--- src/design/coap_message_serializer_defines.svh ---
// assertion macros for the coap message serializer
// no dependencies; included by coap_message_serializer, which checks its own logic
`ifndef COAP_MESSAGE_SERIALIZER_DEFINES_SVH
`define COAP_MESSAGE_SERIALIZER_DEFINES_SVH

`ifndef SYNTHESIS

`define CMS_ASSERT(lbl, clk, rst_n, prop) \
    lbl: assert property (@(posedge clk) disable iff (!rst_n) prop) \
        else $error("cms assertion failed");

`define CMS_ASSERT_NEXT(lbl, clk, rst_n, ante, cons) \
    lbl: assert property (@(posedge clk) disable iff (!rst_n) (ante) |=> (cons)) \
        else $error("cms assertion failed");

`else

`define CMS_ASSERT(lbl, clk, rst_n, prop)

`define CMS_ASSERT_NEXT(lbl, clk, rst_n, ante, cons)

`endif

`endif

--- src/design/cms_pkg.sv ---
// shared types and constants of the coap message serializer
// no dependencies
package cms_pkg;

    localparam int unsigned MAX_TOKEN_BYTES = 8;
    localparam int unsigned MAX_RESULTS     = 5;
    localparam int unsigned QUEUE_DEPTH     = 2;
    localparam int unsigned QPTR_W          = (QUEUE_DEPTH > 1) ? $clog2(QUEUE_DEPTH) : 1;
    localparam int unsigned QCNT_W          = $clog2(QUEUE_DEPTH + 1);
    localparam int unsigned RIDX_W          = $clog2(MAX_RESULTS);

    localparam logic [2:0] ACT_START     = 3'd0;
    localparam logic [2:0] ACT_TOKEN     = 3'd1;
    localparam logic [2:0] ACT_OPT_BEGIN = 3'd2;
    localparam logic [2:0] ACT_OPT_DATA  = 3'd3;
    localparam logic [2:0] ACT_PAYLOAD   = 3'd4;

    localparam logic [1:0] ST_OK    = 2'd0;
    localparam logic [1:0] ST_EMPTY = 2'd1;
    localparam logic [1:0] ST_ROOM  = 2'd2;
    localparam logic [1:0] ST_ORDER = 2'd3;

    localparam logic [15:0] CAPACITY_RESET = 16'd1024;
    localparam logic [15:0] HEADER_BYTES   = 16'd4;
    localparam logic [15:0] EXT8_BASE      = 16'd13;
    localparam logic [15:0] EXT16_BASE     = 16'd269;
    localparam logic [3:0]  EXT8_CODE      = 4'd13;
    localparam logic [3:0]  EXT16_CODE     = 4'd14;
    localparam logic [3:0]  NIBBLE_MASK    = 4'hF;
    localparam logic [7:0]  PAYLOAD_MARKER = 8'hFF;
    localparam logic [1:0]  COAP_VERSION   = 2'd1;

    typedef struct packed {
        logic [2:0]  action;
        logic [1:0]  mtype;
        logic [7:0]  code;
        logic [15:0] mid;
        logic [3:0]  tkl;
        logic [15:0] option_number;
        logic [15:0] option_length;
        logic [7:0]  data_byte;
    } t_item;

    typedef struct packed {
        logic [MAX_RESULTS-1:0][7:0] bytes;
        logic [2:0]                  count;
        logic [1:0]                  status;
    } t_bundle;

endpackage

--- src/design/cms_ifs.sv ---
// valid/ready channel interfaces of the coap message serializer
// no dependencies
interface cms_item_if;
    logic        valid;
    logic        ready;
    logic [2:0]  action;
    logic [1:0]  mtype;
    logic [7:0]  code;
    logic [15:0] mid;
    logic [3:0]  tkl;
    logic [15:0] option_number;
    logic [15:0] option_length;
    logic [7:0]  data_byte;

    modport source (
        output valid, action, mtype, code, mid, tkl,
               option_number, option_length, data_byte,
        input  ready
    );
    modport sink (
        input  valid, action, mtype, code, mid, tkl,
               option_number, option_length, data_byte,
        output ready
    );
endinterface

interface cms_result_if;
    logic       valid;
    logic       ready;
    logic [7:0] out_byte;
    logic       byte_valid;
    logic       last_result;
    logic [1:0] status;

    modport source (
        output valid, out_byte, byte_valid, last_result, status,
        input  ready
    );
    modport sink (
        input  valid, out_byte, byte_valid, last_result, status,
        output ready
    );
endinterface

--- src/design/cms_encoder.sv ---
// message state and per-item rule checks; builds the result bytes of one item
// depends on cms_pkg
module cms_encoder (
    input  logic             i_clk,
    input  logic             i_rst_n,
    input  logic             i_cfg_wr_en,
    input  logic [15:0]      i_cfg_wr_data,
    input  logic             i_take,
    input  cms_pkg::t_item   i_item,
    output cms_pkg::t_bundle o_bundle
);

    typedef struct packed {
        logic [1:0] size;
        logic [7:0] first;
        logic [7:0] second;
    } t_ext;

    function automatic t_ext ext_of(input logic [15:0] v);
        t_ext       e;
        logic [15:0] d;
        e = '0;
        d = v - cms_pkg::EXT16_BASE;
        if (v >= cms_pkg::EXT16_BASE) begin
            e.size   = 2'd2;
            e.first  = d[15:8];
            e.second = d[7:0];
        end else if (v >= cms_pkg::EXT8_BASE) begin
            d       = v - cms_pkg::EXT8_BASE;
            e.size  = 2'd1;
            e.first = d[7:0];
        end
        return e;
    endfunction

    function automatic logic [3:0] nibble_of(input logic [15:0] v);
        logic [3:0] n;
        if (v >= cms_pkg::EXT16_BASE) begin
            n = cms_pkg::EXT16_CODE;
        end else if (v >= cms_pkg::EXT8_BASE) begin
            n = cms_pkg::EXT8_CODE;
        end else begin
            n = v[3:0] & cms_pkg::NIBBLE_MASK;
        end
        return n;
    endfunction

    logic [15:0] r_capacity;
    logic [15:0] r_used;
    logic        r_marker;
    logic [15:0] r_prev;
    logic        r_empty;
    logic [3:0]  r_tok_left;
    logic [15:0] r_opt_left;

    logic [15:0] n_used;
    logic        n_marker;
    logic [15:0] n_prev;
    logic        n_empty;
    logic [3:0]  n_tok_left;
    logic [15:0] n_opt_left;

    logic [16:0] room_diff;
    logic [15:0] room;
    logic [15:0] start_need;
    logic [15:0] delta;
    t_ext        dx;
    t_ext        lx;
    logic [2:0]  hsize;
    logic [16:0] opt_need;
    logic [1:0]  st;
    logic [2:0]  cnt;
    logic [cms_pkg::MAX_RESULTS-1:0][7:0] bytes;

    assign room_diff  = {1'b0, r_capacity} - {1'b0, r_used};
    assign room       = room_diff[16] ? 16'd0 : room_diff[15:0];
    assign start_need = cms_pkg::HEADER_BYTES + {12'd0, i_item.tkl};
    assign delta      = i_item.option_number - r_prev;
    assign dx         = ext_of(delta);
    assign lx         = ext_of(i_item.option_length);
    assign hsize      = 3'd1 + {1'b0, dx.size} + {1'b0, lx.size};
    assign opt_need   = {14'd0, hsize} + {1'b0, i_item.option_length};

    always_comb begin
        st         = cms_pkg::ST_OK;
        cnt        = 3'd1;
        bytes      = '0;
        n_used     = r_used;
        n_marker   = r_marker;
        n_prev     = r_prev;
        n_empty    = r_empty;
        n_tok_left = r_tok_left;
        n_opt_left = r_opt_left;

        if (i_item.action == cms_pkg::ACT_START) begin
            priority if (i_item.tkl > 4'(cms_pkg::MAX_TOKEN_BYTES)) begin
                st = cms_pkg::ST_ORDER;
            end else if (i_item.code == 8'd0 && i_item.tkl != 4'd0) begin
                st = cms_pkg::ST_EMPTY;
            end else if (start_need > r_capacity) begin
                st = cms_pkg::ST_ROOM;
            end else begin
                bytes[0]   = {cms_pkg::COAP_VERSION, i_item.mtype, i_item.tkl};
                bytes[1]   = i_item.code;
                bytes[2]   = i_item.mid[15:8];
                bytes[3]   = i_item.mid[7:0];
                cnt        = 3'd4;
                n_used     = cms_pkg::HEADER_BYTES;
                n_marker   = 1'b0;
                n_prev     = 16'd0;
                n_empty    = (i_item.code == 8'd0);
                n_tok_left = i_item.tkl;
                n_opt_left = 16'd0;
            end
        end else if (r_used == 16'd0 || i_item.action > cms_pkg::ACT_PAYLOAD) begin
            st = cms_pkg::ST_ORDER;
        end else begin
            unique case (i_item.action)
                cms_pkg::ACT_TOKEN: begin
                    priority if (r_tok_left == 4'd0) begin
                        st = cms_pkg::ST_ORDER;
                    end else if (room == 16'd0) begin
                        st = cms_pkg::ST_ROOM;
                    end else begin
                        bytes[0]   = i_item.data_byte;
                        n_used     = r_used + 16'd1;
                        n_tok_left = r_tok_left - 4'd1;
                    end
                end
                cms_pkg::ACT_OPT_BEGIN: begin
                    priority if (r_tok_left != 4'd0 || r_opt_left != 16'd0 || r_marker ||
                                 i_item.option_number < r_prev) begin
                        st = cms_pkg::ST_ORDER;
                    end else if (r_empty) begin
                        st = cms_pkg::ST_EMPTY;
                    end else if (opt_need > {1'b0, room}) begin
                        st = cms_pkg::ST_ROOM;
                    end else begin
                        bytes[0] = {nibble_of(delta), nibble_of(i_item.option_length)};
                        unique case (dx.size)
                            2'd0: begin
                                bytes[1] = lx.first;
                                bytes[2] = lx.second;
                            end
                            2'd1: begin
                                bytes[1] = dx.first;
                                bytes[2] = lx.first;
                                bytes[3] = lx.second;
                            end
                            default: begin
                                bytes[1] = dx.first;
                                bytes[2] = dx.second;
                                bytes[3] = lx.first;
                                bytes[4] = lx.second;
                            end
                        endcase
                        cnt        = hsize;
                        n_used     = r_used + {13'd0, hsize};
                        n_opt_left = i_item.option_length;
                        n_prev     = i_item.option_number;
                    end
                end
                cms_pkg::ACT_OPT_DATA: begin
                    priority if (r_opt_left == 16'd0) begin
                        st = cms_pkg::ST_ORDER;
                    end else if (room == 16'd0) begin
                        st = cms_pkg::ST_ROOM;
                    end else begin
                        bytes[0]   = i_item.data_byte;
                        n_used     = r_used + 16'd1;
                        n_opt_left = r_opt_left - 16'd1;
                    end
                end
                default: begin
                    priority if (r_tok_left != 4'd0 || r_opt_left != 16'd0) begin
                        st = cms_pkg::ST_ORDER;
                    end else if (room < (r_marker ? 16'd1 : 16'd2)) begin
                        st = cms_pkg::ST_ROOM;
                    end else if (!r_marker) begin
                        bytes[0] = cms_pkg::PAYLOAD_MARKER;
                        bytes[1] = i_item.data_byte;
                        cnt      = 3'd2;
                        n_used   = r_used + 16'd2;
                        n_marker = 1'b1;
                    end else begin
                        bytes[0] = i_item.data_byte;
                        n_used   = r_used + 16'd1;
                    end
                end
            endcase
        end

        if (st != cms_pkg::ST_OK) begin
            bytes = '0;
            cnt   = 3'd1;
        end
    end

    assign o_bundle.bytes  = bytes;
    assign o_bundle.count  = cnt;
    assign o_bundle.status = st;

    always_ff @(posedge i_clk) begin
        if (!i_rst_n) begin
            r_capacity <= cms_pkg::CAPACITY_RESET;
            r_used     <= 16'd0;
            r_marker   <= 1'b0;
            r_prev     <= 16'd0;
            r_empty    <= 1'b0;
            r_tok_left <= 4'd0;
            r_opt_left <= 16'd0;
        end else begin
            if (i_cfg_wr_en) begin
                r_capacity <= i_cfg_wr_data;
            end
            if (i_take && st == cms_pkg::ST_OK) begin
                r_used     <= n_used;
                r_marker   <= n_marker;
                r_prev     <= n_prev;
                r_empty    <= n_empty;
                r_tok_left <= n_tok_left;
                r_opt_left <= n_opt_left;
            end
        end
    end

endmodule

--- src/design/coap_message_serializer.sv ---
// Serializes one CoAP message (RFC 7252 framing) from a stream of items:
// start, token byte, option begin, option data byte, payload byte. Each
// accepted item yields one to five result transactions, one per cycle on the
// output channel while the sink is ready: a start gives four header bytes, an
// option begin one to five option header bytes, a data byte one byte, and the
// first payload byte two (marker and byte); a rejected item gives a single
// result with byte_valid low and a status, and leaves the message state
// untouched. Items pass an input register and are checked combinationally
// against the message state; their result bytes go into a two-entry result
// queue, so a new item is accepted every cycle as long as the queue has room.
// The output drains one byte per cycle while the sink is ready, so the
// sustained rate is one item per cycle for single-byte items. The first
// result of an item passes the input register and the result queue before it
// is presented. The byte budget resets to 1024 and the user must write it
// through the configuration port while the block is idle; nothing checks it.
// depends on cms_pkg, cms_ifs, cms_encoder and the assertion macro header
`include "coap_message_serializer_defines.svh"

module coap_message_serializer (
    input  logic         i_clk,
    input  logic         i_rst_n,
    input  logic         i_cfg_wr_en,
    input  logic [15:0]  i_cfg_wr_data,
    cms_item_if.sink     i_item,
    cms_result_if.source o_result
);

    logic                           r_in_valid;
    cms_pkg::t_item                 r_in;
    cms_pkg::t_bundle               enc_bundle;
    cms_pkg::t_bundle               r_q [cms_pkg::QUEUE_DEPTH];
    logic [cms_pkg::QPTR_W-1:0]     r_wr_ptr;
    logic [cms_pkg::QPTR_W-1:0]     r_rd_ptr;
    logic [cms_pkg::QCNT_W-1:0]     r_q_cnt;
    logic [cms_pkg::RIDX_W-1:0]     r_idx;
    cms_pkg::t_bundle               head;
    logic                           q_room;
    logic                           take;
    logic                           out_fire;
    logic                           last;
    logic                           pop;

    assign q_room       = (r_q_cnt != cms_pkg::QCNT_W'(cms_pkg::QUEUE_DEPTH));
    assign take         = r_in_valid && q_room;
    assign i_item.ready = !r_in_valid || q_room;

    always_ff @(posedge i_clk) begin
        if (!i_rst_n) begin
            r_in_valid <= 1'b0;
        end else if (i_item.valid && i_item.ready) begin
            r_in_valid <= 1'b1;
        end else if (take) begin
            r_in_valid <= 1'b0;
        end
    end

    always_ff @(posedge i_clk) begin
        if (i_item.valid && i_item.ready) begin
            r_in.action        <= i_item.action;
            r_in.mtype         <= i_item.mtype;
            r_in.code          <= i_item.code;
            r_in.mid           <= i_item.mid;
            r_in.tkl           <= i_item.tkl;
            r_in.option_number <= i_item.option_number;
            r_in.option_length <= i_item.option_length;
            r_in.data_byte     <= i_item.data_byte;
        end
    end

    cms_encoder u_encoder (
        .i_clk         (i_clk),
        .i_rst_n       (i_rst_n),
        .i_cfg_wr_en   (i_cfg_wr_en),
        .i_cfg_wr_data (i_cfg_wr_data),
        .i_take        (take),
        .i_item        (r_in),
        .o_bundle      (enc_bundle)
    );

    assign head     = r_q[r_rd_ptr];
    assign last     = ({1'b0, r_idx} == 4'(head.count) - 4'd1);
    assign out_fire = o_result.valid && o_result.ready;
    assign pop      = out_fire && last;

    assign o_result.valid       = (r_q_cnt != '0);
    assign o_result.out_byte    = head.bytes[r_idx];
    assign o_result.byte_valid  = (head.status == cms_pkg::ST_OK);
    assign o_result.last_result = last;
    assign o_result.status      = head.status;

    always_ff @(posedge i_clk) begin
        if (take) begin
            r_q[r_wr_ptr] <= enc_bundle;
        end
    end

    always_ff @(posedge i_clk) begin
        if (!i_rst_n) begin
            r_wr_ptr <= '0;
            r_rd_ptr <= '0;
            r_q_cnt  <= '0;
            r_idx    <= '0;
        end else begin
            if (take) begin
                r_wr_ptr <= (r_wr_ptr == cms_pkg::QPTR_W'(cms_pkg::QUEUE_DEPTH - 1)) ?
                            '0 : r_wr_ptr + 1'b1;
            end
            if (pop) begin
                r_rd_ptr <= (r_rd_ptr == cms_pkg::QPTR_W'(cms_pkg::QUEUE_DEPTH - 1)) ?
                            '0 : r_rd_ptr + 1'b1;
            end
            r_q_cnt <= r_q_cnt + cms_pkg::QCNT_W'(take) - cms_pkg::QCNT_W'(pop);
            if (out_fire) begin
                r_idx <= last ? '0 : r_idx + 1'b1;
            end
        end
    end

    `CMS_ASSERT(a_queue_bound, i_clk, i_rst_n, r_q_cnt <= cms_pkg::QCNT_W'(cms_pkg::QUEUE_DEPTH))
    `CMS_ASSERT(a_idx_bound, i_clk, i_rst_n, o_result.valid |-> ({1'b0, r_idx} < 4'(head.count)))
    `CMS_ASSERT(a_reject_single, i_clk, i_rst_n,
                (o_result.valid && !o_result.byte_valid) |-> (last && r_idx == '0))
    `CMS_ASSERT_NEXT(a_take_fills, i_clk, i_rst_n, take, r_q_cnt != '0)

endmodule
--- src/flat_wrapper.sv ---
// flat-port wrapper written by rule: the top's interface ports become plain ports
module coap_message_serializer_flat 
  (i_clk, i_rst_n, i_cfg_wr_en, i_cfg_wr_data, i_item_valid, i_item_action, i_item_mtype, i_item_code, i_item_mid, i_item_tkl, i_item_option_number, i_item_option_length, i_item_data_byte, i_item_ready, o_result_valid, o_result_out_byte, o_result_byte_valid, o_result_last_result, o_result_status, o_result_ready);
  cms_item_if i_item_i ();
  cms_result_if o_result_i ();
  input  logic i_clk;
  input  logic i_rst_n;
  input  logic i_cfg_wr_en;
  input  logic [15:0] i_cfg_wr_data;
  input wire logic [$bits(i_item_i.valid)-1:0] i_item_valid;
  input wire logic [$bits(i_item_i.action)-1:0] i_item_action;
  input wire logic [$bits(i_item_i.mtype)-1:0] i_item_mtype;
  input wire logic [$bits(i_item_i.code)-1:0] i_item_code;
  input wire logic [$bits(i_item_i.mid)-1:0] i_item_mid;
  input wire logic [$bits(i_item_i.tkl)-1:0] i_item_tkl;
  input wire logic [$bits(i_item_i.option_number)-1:0] i_item_option_number;
  input wire logic [$bits(i_item_i.option_length)-1:0] i_item_option_length;
  input wire logic [$bits(i_item_i.data_byte)-1:0] i_item_data_byte;
  output wire logic [$bits(i_item_i.ready)-1:0] i_item_ready;
  output wire logic [$bits(o_result_i.valid)-1:0] o_result_valid;
  output wire logic [$bits(o_result_i.out_byte)-1:0] o_result_out_byte;
  output wire logic [$bits(o_result_i.byte_valid)-1:0] o_result_byte_valid;
  output wire logic [$bits(o_result_i.last_result)-1:0] o_result_last_result;
  output wire logic [$bits(o_result_i.status)-1:0] o_result_status;
  input wire logic [$bits(o_result_i.ready)-1:0] o_result_ready;
  assign i_item_i.valid = i_item_valid;
  assign i_item_i.action = i_item_action;
  assign i_item_i.mtype = i_item_mtype;
  assign i_item_i.code = i_item_code;
  assign i_item_i.mid = i_item_mid;
  assign i_item_i.tkl = i_item_tkl;
  assign i_item_i.option_number = i_item_option_number;
  assign i_item_i.option_length = i_item_option_length;
  assign i_item_i.data_byte = i_item_data_byte;
  assign i_item_ready = i_item_i.ready;
  assign o_result_valid = o_result_i.valid;
  assign o_result_out_byte = o_result_i.out_byte;
  assign o_result_byte_valid = o_result_i.byte_valid;
  assign o_result_last_result = o_result_i.last_result;
  assign o_result_status = o_result_i.status;
  assign o_result_i.ready = o_result_ready;
  coap_message_serializer u_core (.i_clk(i_clk), .i_rst_n(i_rst_n), .i_cfg_wr_en(i_cfg_wr_en), .i_cfg_wr_data(i_cfg_wr_data), .i_item(i_item_i), .o_result(o_result_i));
endmodule
--- config.mk ---
export PLATFORM = sky130hd
export DESIGN_NAME = coap_message_serializer_flat
export DESIGN_NICKNAME = d
export VERILOG_FILES = /design/src/design/cms_pkg.sv /design/src/design/cms_ifs.sv /design/src/design/cms_encoder.sv /design/src/design/coap_message_serializer.sv /design/src/flat_wrapper.sv
export VERILOG_INCLUDE_DIRS = /design/src /design/src/design
export SDC_FILE = /design/constraint.sdc
export NUM_CORES = 1
export LEC_CHECK = 0
export ABC_AREA = 1
export BUFFER_PORTS_ARGS = -buffer_cell sky130_fd_sc_hd__buf_2
export CORE_MARGIN = 1
export CORE_UTILIZATION = 45
export CTS_CLUSTER_DIAMETER = 50
export DETAILED_ROUTE_END_ITERATION = 10
export PLACE_DENSITY = 0.71
export SKIP_LAST_GASP = 1
export SLEW_MARGIN = 20
export SYNTH_ARGS = -nofsm -noshare
export SYNTH_HDL_FRONTEND = slang
export SYNTH_SLANG_ARGS = --single-unit
--- constraint.sdc ---
create_clock -name i_clk -period 8.48 [get_ports i_clk]
set_clock_uncertainty 0.05 [all_clocks]
set_input_delay 1.696 -clock i_clk [delete_from_list [all_inputs] [get_ports i_clk]]
set_output_delay 1.696 -clock i_clk [all_outputs]
set_load 0.02 [all_outputs]
# After elaboration in Yosys (flattened, before gate mapping)
# Memory sizes are Yosys's and may differ from the RTL's. A register that Yosys moved wholly into a read port is not among the register bits.
# Index checks and enable logic that the tools add are counted.
[op_classes] addsub=21 mul=0 div_mod_pow=0 order_cmp=11 eq_ne=26 shifts=0 muxes=121 bitwise=3 n_reduce_logical=39
[ops] operator="$mux W16" count=33
[ops] operator="$mux W40" count=5
[ops] operator="$mux W32" count=4
[ops] operator="$mux W8" count=10
[ops] operator="$pmux W16 S2" count=2
[ops] operator="$logic_not A16 Y1" count=3
[ops] operator="$mux W4" count=12
[ops] operator="$pmux W16 S3" count=1
[ops] operator="$mux W2" count=17
[ops] operator="$ge A16 B4 Y1 const B" count=2
[ops] operator="$ge A16 B9 Y1 const B" count=2
[ops] operator="$pmux W8 S2" count=2
[ops] operator="$sub A16 B9 Y16 const B" count=2
[ops] operator="$mux W3" count=10
[ops] operator="$bmux W8 S3" count=1
[ops] operator="$mux W24" count=1
[ops] operator="$pmux W8 S3" count=1
[ops] operator="$ne A2 B2 Y1 const B" count=11
[ops] operator="$mux W10" count=2
[ops] operator="$mux W9" count=2
[ops] operator="$ne A3 B3 Y1 const B" count=6
[ops] operator="$add A3 B16 Y17" count=1
[ops] operator="$gt A17 B16 Y1" count=1
[ops] operator="$sub A16 B16 Y17" count=1
[ops] operator="49 further kinds" count=89
[word_totals] regBits=151 latch_bits=0 ram_bits=90 mem_bits_ro=0 input_bits=94 out_inout_bits=14 word_cells=242 mem_count=1
[memory_table] name="u_core.r_q" depth=2 width=45 read_ports=1 rd_clocked_by_memory_dff=1 wr=1 line_no="coap_message_serializer.sv:31" source="cms_pkg::t_bundle r_q [cms_pkg::QUEUE_DEPTH];"

# Longest topological paths before layout
[depth] word_depth=17 depth_mapped=53 depth_no_buf=52

# Hierarchy
# A second synthesis with hierarchy kept.
[hier_totals] cells_unflattened=2260 hier_area_um2=16582.2
[by_module_without_submodules] module="cms_encoder" instances=1 cells_each=1849 area_per_inst_um2=10354.9 seq_area_each_um2=1401.3
[by_module_without_submodules] module="coap_message_serializer" instances=1 cells_each=411 area_per_inst_um2=6227.2 seq_area_each_um2=5074.9

# Worst setup path after synthesis
# No wires, ideal clock.
[synth_timing] path_kind="reg2reg" start="register u_core.r_in[24] in the netlist's numbering" end="register u_core.u_encoder.r_prev[6]" setup_ns=0.128 t_arrival_ns=6.715 required_time_ns=8.302 path_slack_ns=1.588 stages_incl_launch_ff=40 n_path_buf=1 period_less_slack_ns=6.892 path_cell_list="edfxtp_1 > inv_1 > ha_1 > inv_1 > fa_1 > nand3_1 > nand2_1 > a21boi_2 > xor2_1 > nand3_1 > nor2_1 > nand3_1 > nand2_1 > inv_1 > nor2_4 > nand2_2 > ha_1 > fa_1 > [... 4 more ...] > a211oi_1 > nor3_1 > nand3_1 > nor3_1 > nand3_1 > nor3_1 > xor2_1 > ha_1 > nand4_1 > nor4_1 > nand2_1 > nand2_1 > nand3_1 > a21oi_1 > clkbuf_1 > nand4_1 > nand2_1 > nor2_1"
[synth_via] elab_chain_cells=17 word_cells_on_any_way=22 classes_between="add/sub: 4; order compare: 4; eq/ne: 2; mux: 8; reduce/logical: 4"
[synth_lines] element="from (decl)" line_no="coap_message_serializer.sv:29" source="cms_pkg::t_item r_in;"
[synth_lines] element="$sub A16 B16 Y16" line_no="cms_encoder.sv:78" source="assign delta = i_item.option_number - r_prev;"
[synth_lines] element="$ge A16 B4 Y1" line_no="cms_encoder.sv:28" source="end else if (v >= cms_pkg::EXT8_BASE) begin"
[synth_lines] element="$mux W9" line_no="cms_encoder.sv:28"
[synth_lines] element="$mux W10" line_no="cms_encoder.sv:24" source="if (v >= cms_pkg::EXT16_BASE) begin"
[synth_lines] element="$add A1 B2 Y3" line_no="cms_encoder.sv:81" source="assign hsize = 3'd1 + {1'b0, dx.size} + {1'b0, lx.size};"
[synth_lines] element="$add A3 B2 Y3" line_no="cms_encoder.sv:81"
[synth_lines] element="$add A3 B16 Y17" line_no="cms_encoder.sv:82" source="assign opt_need = {14'd0, hsize} + {1'b0, i_item.option_length};"
[synth_lines] element="$gt A17 B16 Y1" line_no="cms_encoder.sv:136" source="end else if (opt_need > {1'b0, room}) begin"
[synth_lines] element="$mux W2" line_no="cms_encoder.sv:136"
[synth_lines] element="$mux W2" line_no="cms_encoder.sv:134" source="end else if (r_empty) begin"
[synth_lines] element="$mux W2" line_no="cms_encoder.sv:131" source="priority if (r_tok_left != 4'd0 || r_opt_left != 16'd0 || r_marker ||"
[synth_lines] element="$pmux W2 S3" line_no="cms_encoder.sv:118" source="unique case (i_item.action)"
[synth_lines] element="$mux W2" line_no="cms_encoder.sv:115" source="end else if (r_used == 16'd0 || i_item.action > cms_pkg::ACT_PAYLOAD) begin"
[synth_lines] element="$mux W2" line_no="cms_encoder.sv:95" source="if (i_item.action == cms_pkg::ACT_START) begin"
[synth_lines] element="$logic_not A2 Y1" line_no="cms_encoder.sv:216" source="if (i_take && st == cms_pkg::ST_OK) begin"
[synth_lines] element="$logic_and A1 B1 Y1" line_no="cms_encoder.sv:216"
[synth_lines] element="$reduce_and A9 Y1 (no line) (*)"
[synth_lines] element="to (signal assigned)" line_no="cms_encoder.sv:219" source="r_prev <= n_prev;"
[synth_lines] element="to (decl)" line_no="cms_encoder.sv:51" source="logic [15:0] r_prev;"
# Every way passes the cells marked *; elsewhere a longest branch is shown, timed or not.
# A chain may end at the register's enable or synchronous reset.

# Worst setup path in the final report
[layout_timing] start="register u_core.r_in[24] in the netlist's numbering" end="register u_core.u_encoder.r_used[13]"
[layout_via] elab_chain_cells=17 word_cells_on_any_way=29 classes_between="add/sub: 5; order compare: 4; eq/ne: 2; mux: 14; reduce/logical: 4"
[layout_lines] element="$sub A16 B16 Y16" line_no="cms_encoder.sv:78"
[layout_lines] element="$ge A16 B4 Y1" line_no="cms_encoder.sv:28"
[layout_lines] element="$mux W9" line_no="cms_encoder.sv:28"
[layout_lines] element="$mux W10" line_no="cms_encoder.sv:24"
[layout_lines] element="$add A1 B2 Y3" line_no="cms_encoder.sv:81"
[layout_lines] element="$add A3 B2 Y3" line_no="cms_encoder.sv:81"
[layout_lines] element="$add A3 B16 Y17" line_no="cms_encoder.sv:82"
[layout_lines] element="$gt A17 B16 Y1" line_no="cms_encoder.sv:136"
[layout_lines] element="$mux W2" line_no="cms_encoder.sv:136"
[layout_lines] element="$mux W2" line_no="cms_encoder.sv:134"
[layout_lines] element="$mux W2" line_no="cms_encoder.sv:131"
[layout_lines] element="$pmux W2 S3" line_no="cms_encoder.sv:118"
[layout_lines] element="$mux W2" line_no="cms_encoder.sv:115"
[layout_lines] element="$mux W2" line_no="cms_encoder.sv:95"
[layout_lines] element="$logic_not A2 Y1" line_no="cms_encoder.sv:216"
[layout_lines] element="$logic_and A1 B1 Y1" line_no="cms_encoder.sv:216"
[layout_lines] element="$reduce_and A12 Y1 (no line)"
[layout_lines] element="to (signal assigned)" line_no="cms_encoder.sv:217" source="r_used <= n_used;"
[layout_lines] element="to (decl)" line_no="cms_encoder.sv:49" source="logic [15:0] r_used;"
# Parallel ways exist; a longest one is shown, timed or not. The select of a mux whose other input is x is not followed.

==> impl_metrics.csv <==
group,metric,value,unit
status,status,"finished, violations left",
status,failed_checks,"DRC",
placed_design,globalplace.congestion,0.968,
route,dr.first_iter.drc_count,1469,
timing,grt_setup_unrepaired,"false",
timing,fmax,128,MHz
route,final_antenna_net_count,0,
cts,cts_root_buf,"clkbuf_16",
synth,yosys-top-cells-area,"edfxtp_1 (30%), nand2_1 (12%), dfxtp_1 (9.6%), inv_1 (6.8%), nor2_1 (6.4%)",
global_routing,grt_usage,26.4,%
min_path,hp-class,"reg2reg",
global_routing,grt_antenna_before_repair,0,
power,swShare,30.7,%
placed_design,io_buffers,107,
synth,avgSynthCellArea,7.43,µm²
timing,setup_viol,0,
cts,cts_htree_levels,2,
global_routing,grt_pass1_wl,78.4,mm
critical_path,crit_arrival,8.20,ns
placed_design,dpl.hpwl,36.8,mm
finish,n_fill_cell,3383,
synth,synth_edf_count,163,
route,remaining_drc_errors,6,
power,p_sw,1020,µW
synth,syn_inst,2219,
critical_path,cp-start-kind,"flop",
critical_path,cp_slowest_stage_delay,0.59,ns
timing,tightest_slew,0.954,ns
power,max-vdd-ir-drop,146,µV
critical_path,required,8.89,ns
die,core_area,35800,µm²
route,drt_wl_total,50.2,mm
critical_path,path_max_fanout,35,
power,power.share.sequential,41.0,%
cts,clk_pin_slew,0.06,ns
synth,ys.flop_type,"edfxtp_1",
flow_run,cap_violations,0,
timing,drv_slew,0,
power,p_int,2310,µW
critical_path,critPathSlowestCell,"fa_1",
power,power.density,179,nW/µm²
route,wl_per_cell,18.0,µm
timing,finalHoldViolations,0,
cts,cts_num_sinks,242,
die,ios,108,
synth,async_reset_ff_share,0,%
finish,drive_above_1_share,10.0,%
global_routing,grt_max_degree,70,
synth,netlist_area,16500,µm²
timing,min_period,7.79,ns
synth,syn_nets,2395,
cts,clk_latency,0.55,ns
critical_path,crit_type,"reg2reg",
die,start_util,46.0,%
synth,synth_top_area_share,29.7,%
die,fp-row-count,69,
critical_path,crit_path_end_kind,"flop",
synth,synth_common_cells,"nand2_1 (538), inv_1 (299), nor2_1 (280)",
timing,relSlewSlack,36.1,%
die,fp.dieW,193,µm
cts,cts.path.max_buffers,3,
timing,holdWs,0.427,ns
timing,timing.setup.tns,0,ns
global_routing,grt_overflow,0,
power,power_leakage,0.00832,µW
synth,synth-seq-area-share,39.3,%
synth,synth_seq_cells,242,
route,dr.pass1.iters,8,
route,vias_per_cell,5.56,
synth,synth.most_common_cell,"nand2_1",
critical_path,path_common_cell,"nand3_1",
cts,numCtsBuffers,34,
power,clock_power_share,40.4,%
finish,fin_nets,2482,
timing,period_share,91.8,%
synth,synth_top_area_cell,"edfxtp_1",
synth,yosysWarnings,0,
power,pwr-share-comb,18.6,%
route,dr_total_vias,15500,
synth,synthDistinctLibCells,62,
finish,area_growth,12.6,%
global_routing,first_global_vias,14600,
cts,cts_tree,"yes",
finish,antenna_cells,0,
die,dieArea,37400,µm²
die,die_h,193,µm
==> layout by cell type (no fill, tap or decap), drive strengths merged, types with 13 or more instances in the layout <==
| cell | n |
|---|---|
| edfxtp | 163 |
| xor2 | 63 |
| o211ai | 13 |
| o221ai | 21 |
| nand3 | 129 |
| a21oi | 96 |
| o21ai | 152 |
| clkbuf | 45 |
| inv | 302 |
| nand4 | 51 |
| a31oi | 15 |
| mux2i | 18 |
| nor2 | 287 |
| ha | 77 |
| nor3 | 35 |
| clkinv | 18 |
| buf | 124 |
| dfxtp | 79 |
| nand2 | 546 |
==> path summary, 6_finish.rpt <==
check	from	endpoint	slack [ns]	depth (start not counted)
min	u_core.r_rd_ptr	u_core.r_rd_ptr	0.43	2
max reg2reg	u_core.r_in[24]	u_core.u_encoder.r_used[13]	0.69	42
max	u_core.r_in[24]	u_core.u_encoder.r_used[13]	0.69	42
min reg2reg	u_core.r_rd_ptr	u_core.r_rd_ptr	0.43	2
==> cell type report <==
type / count / area [µm²] / share of cell area (%)
multi-input combinational: 1597 / 8600 / 46.3
clock buffer: 44 / 928 / 5.00
tap: 461 / 577 / 3.11
inverter: 306 / 1150 / 6.19
timing repair buffer: 125 / 677 / 3.65
sequential: 242 / 6480 / 34.9
clock inverter: 18 / 158 / 0.849
==> metrics by stage <==
stage | instance area [µm²] | setup WS, ns | std cells | total power, µW | utilization [%]
after CTS | 18500 | 0.363 | 2789 | 3340 | 51.6
after floorplan | 16500 | 1.59 | 2219 | 1800 | -
final | 18600 | 0.692 | 2793 | 3330 | 51.8
after detailed placement | 17400 | 0.384 | 2727 | 1990 | 48.6
after global placement | 17400 | 0.652 | 2727 | 1980 | 48.6
after global routing | 18600 | 0.0536 | 2793 | 3470 | 51.8
==> power by group through the flow <==
stage	registers, µW	logic [µW]	clock network (µW)
finish	1370	619	1350
global route	1370	689	1420
CTS	1360	607	1360
detailed placement	1390	604	0
global placement	1390	596	0
floorplan	1360	446	0
==> state kept, by name (all words and copies together) (netlist names), 2 cells and up, named ones only <==
name                         count
u_core.u_encoder.r_used         16
u_core.r_q                      90
u_core.r_q_cnt                   2
u_core.u_encoder.r_opt_left     16
u_core.u_encoder.r_prev         16
u_core.u_encoder.r_capacity     16
u_core.u_encoder.r_tok_left      4
u_core.r_in                     73
u_core.r_idx                     3
==> layer usage <==
layer,routed length [µm],GRT usage [%]
met4,1070,8.03
met3,3820,3.61
met5,0,0
met1,23200,37.6
met2,22100,41.6
==> cell families after synthesis <==
group	after synthesis	synth area share, %
simple gates	1068	27.7
mux	18	1.09
fa+ha+maj	82	6.45
compound gates	355	12.7
flops	242	39.3
xor+xnor	73	3.88
buf+inv	381	8.98
==> critical path: cells and delay by family, from the launching register on <==
family          cells  cell delay [ns]
compound gates      2             0.27
xor+xnor            2             0.41
fa+ha+maj           6             2.05
buf+inv             5             0.64
flops               1             0.40
simple gates       27             3.84
==> what timing repair did <==
item | in CTS | in global routing
setup buffers | 0 | 3
hold buffers | 0 | 0
resized for setup | 0 | 9
setup endpoints to repair | 0 | 71
(Power assumes the default switching activity.)
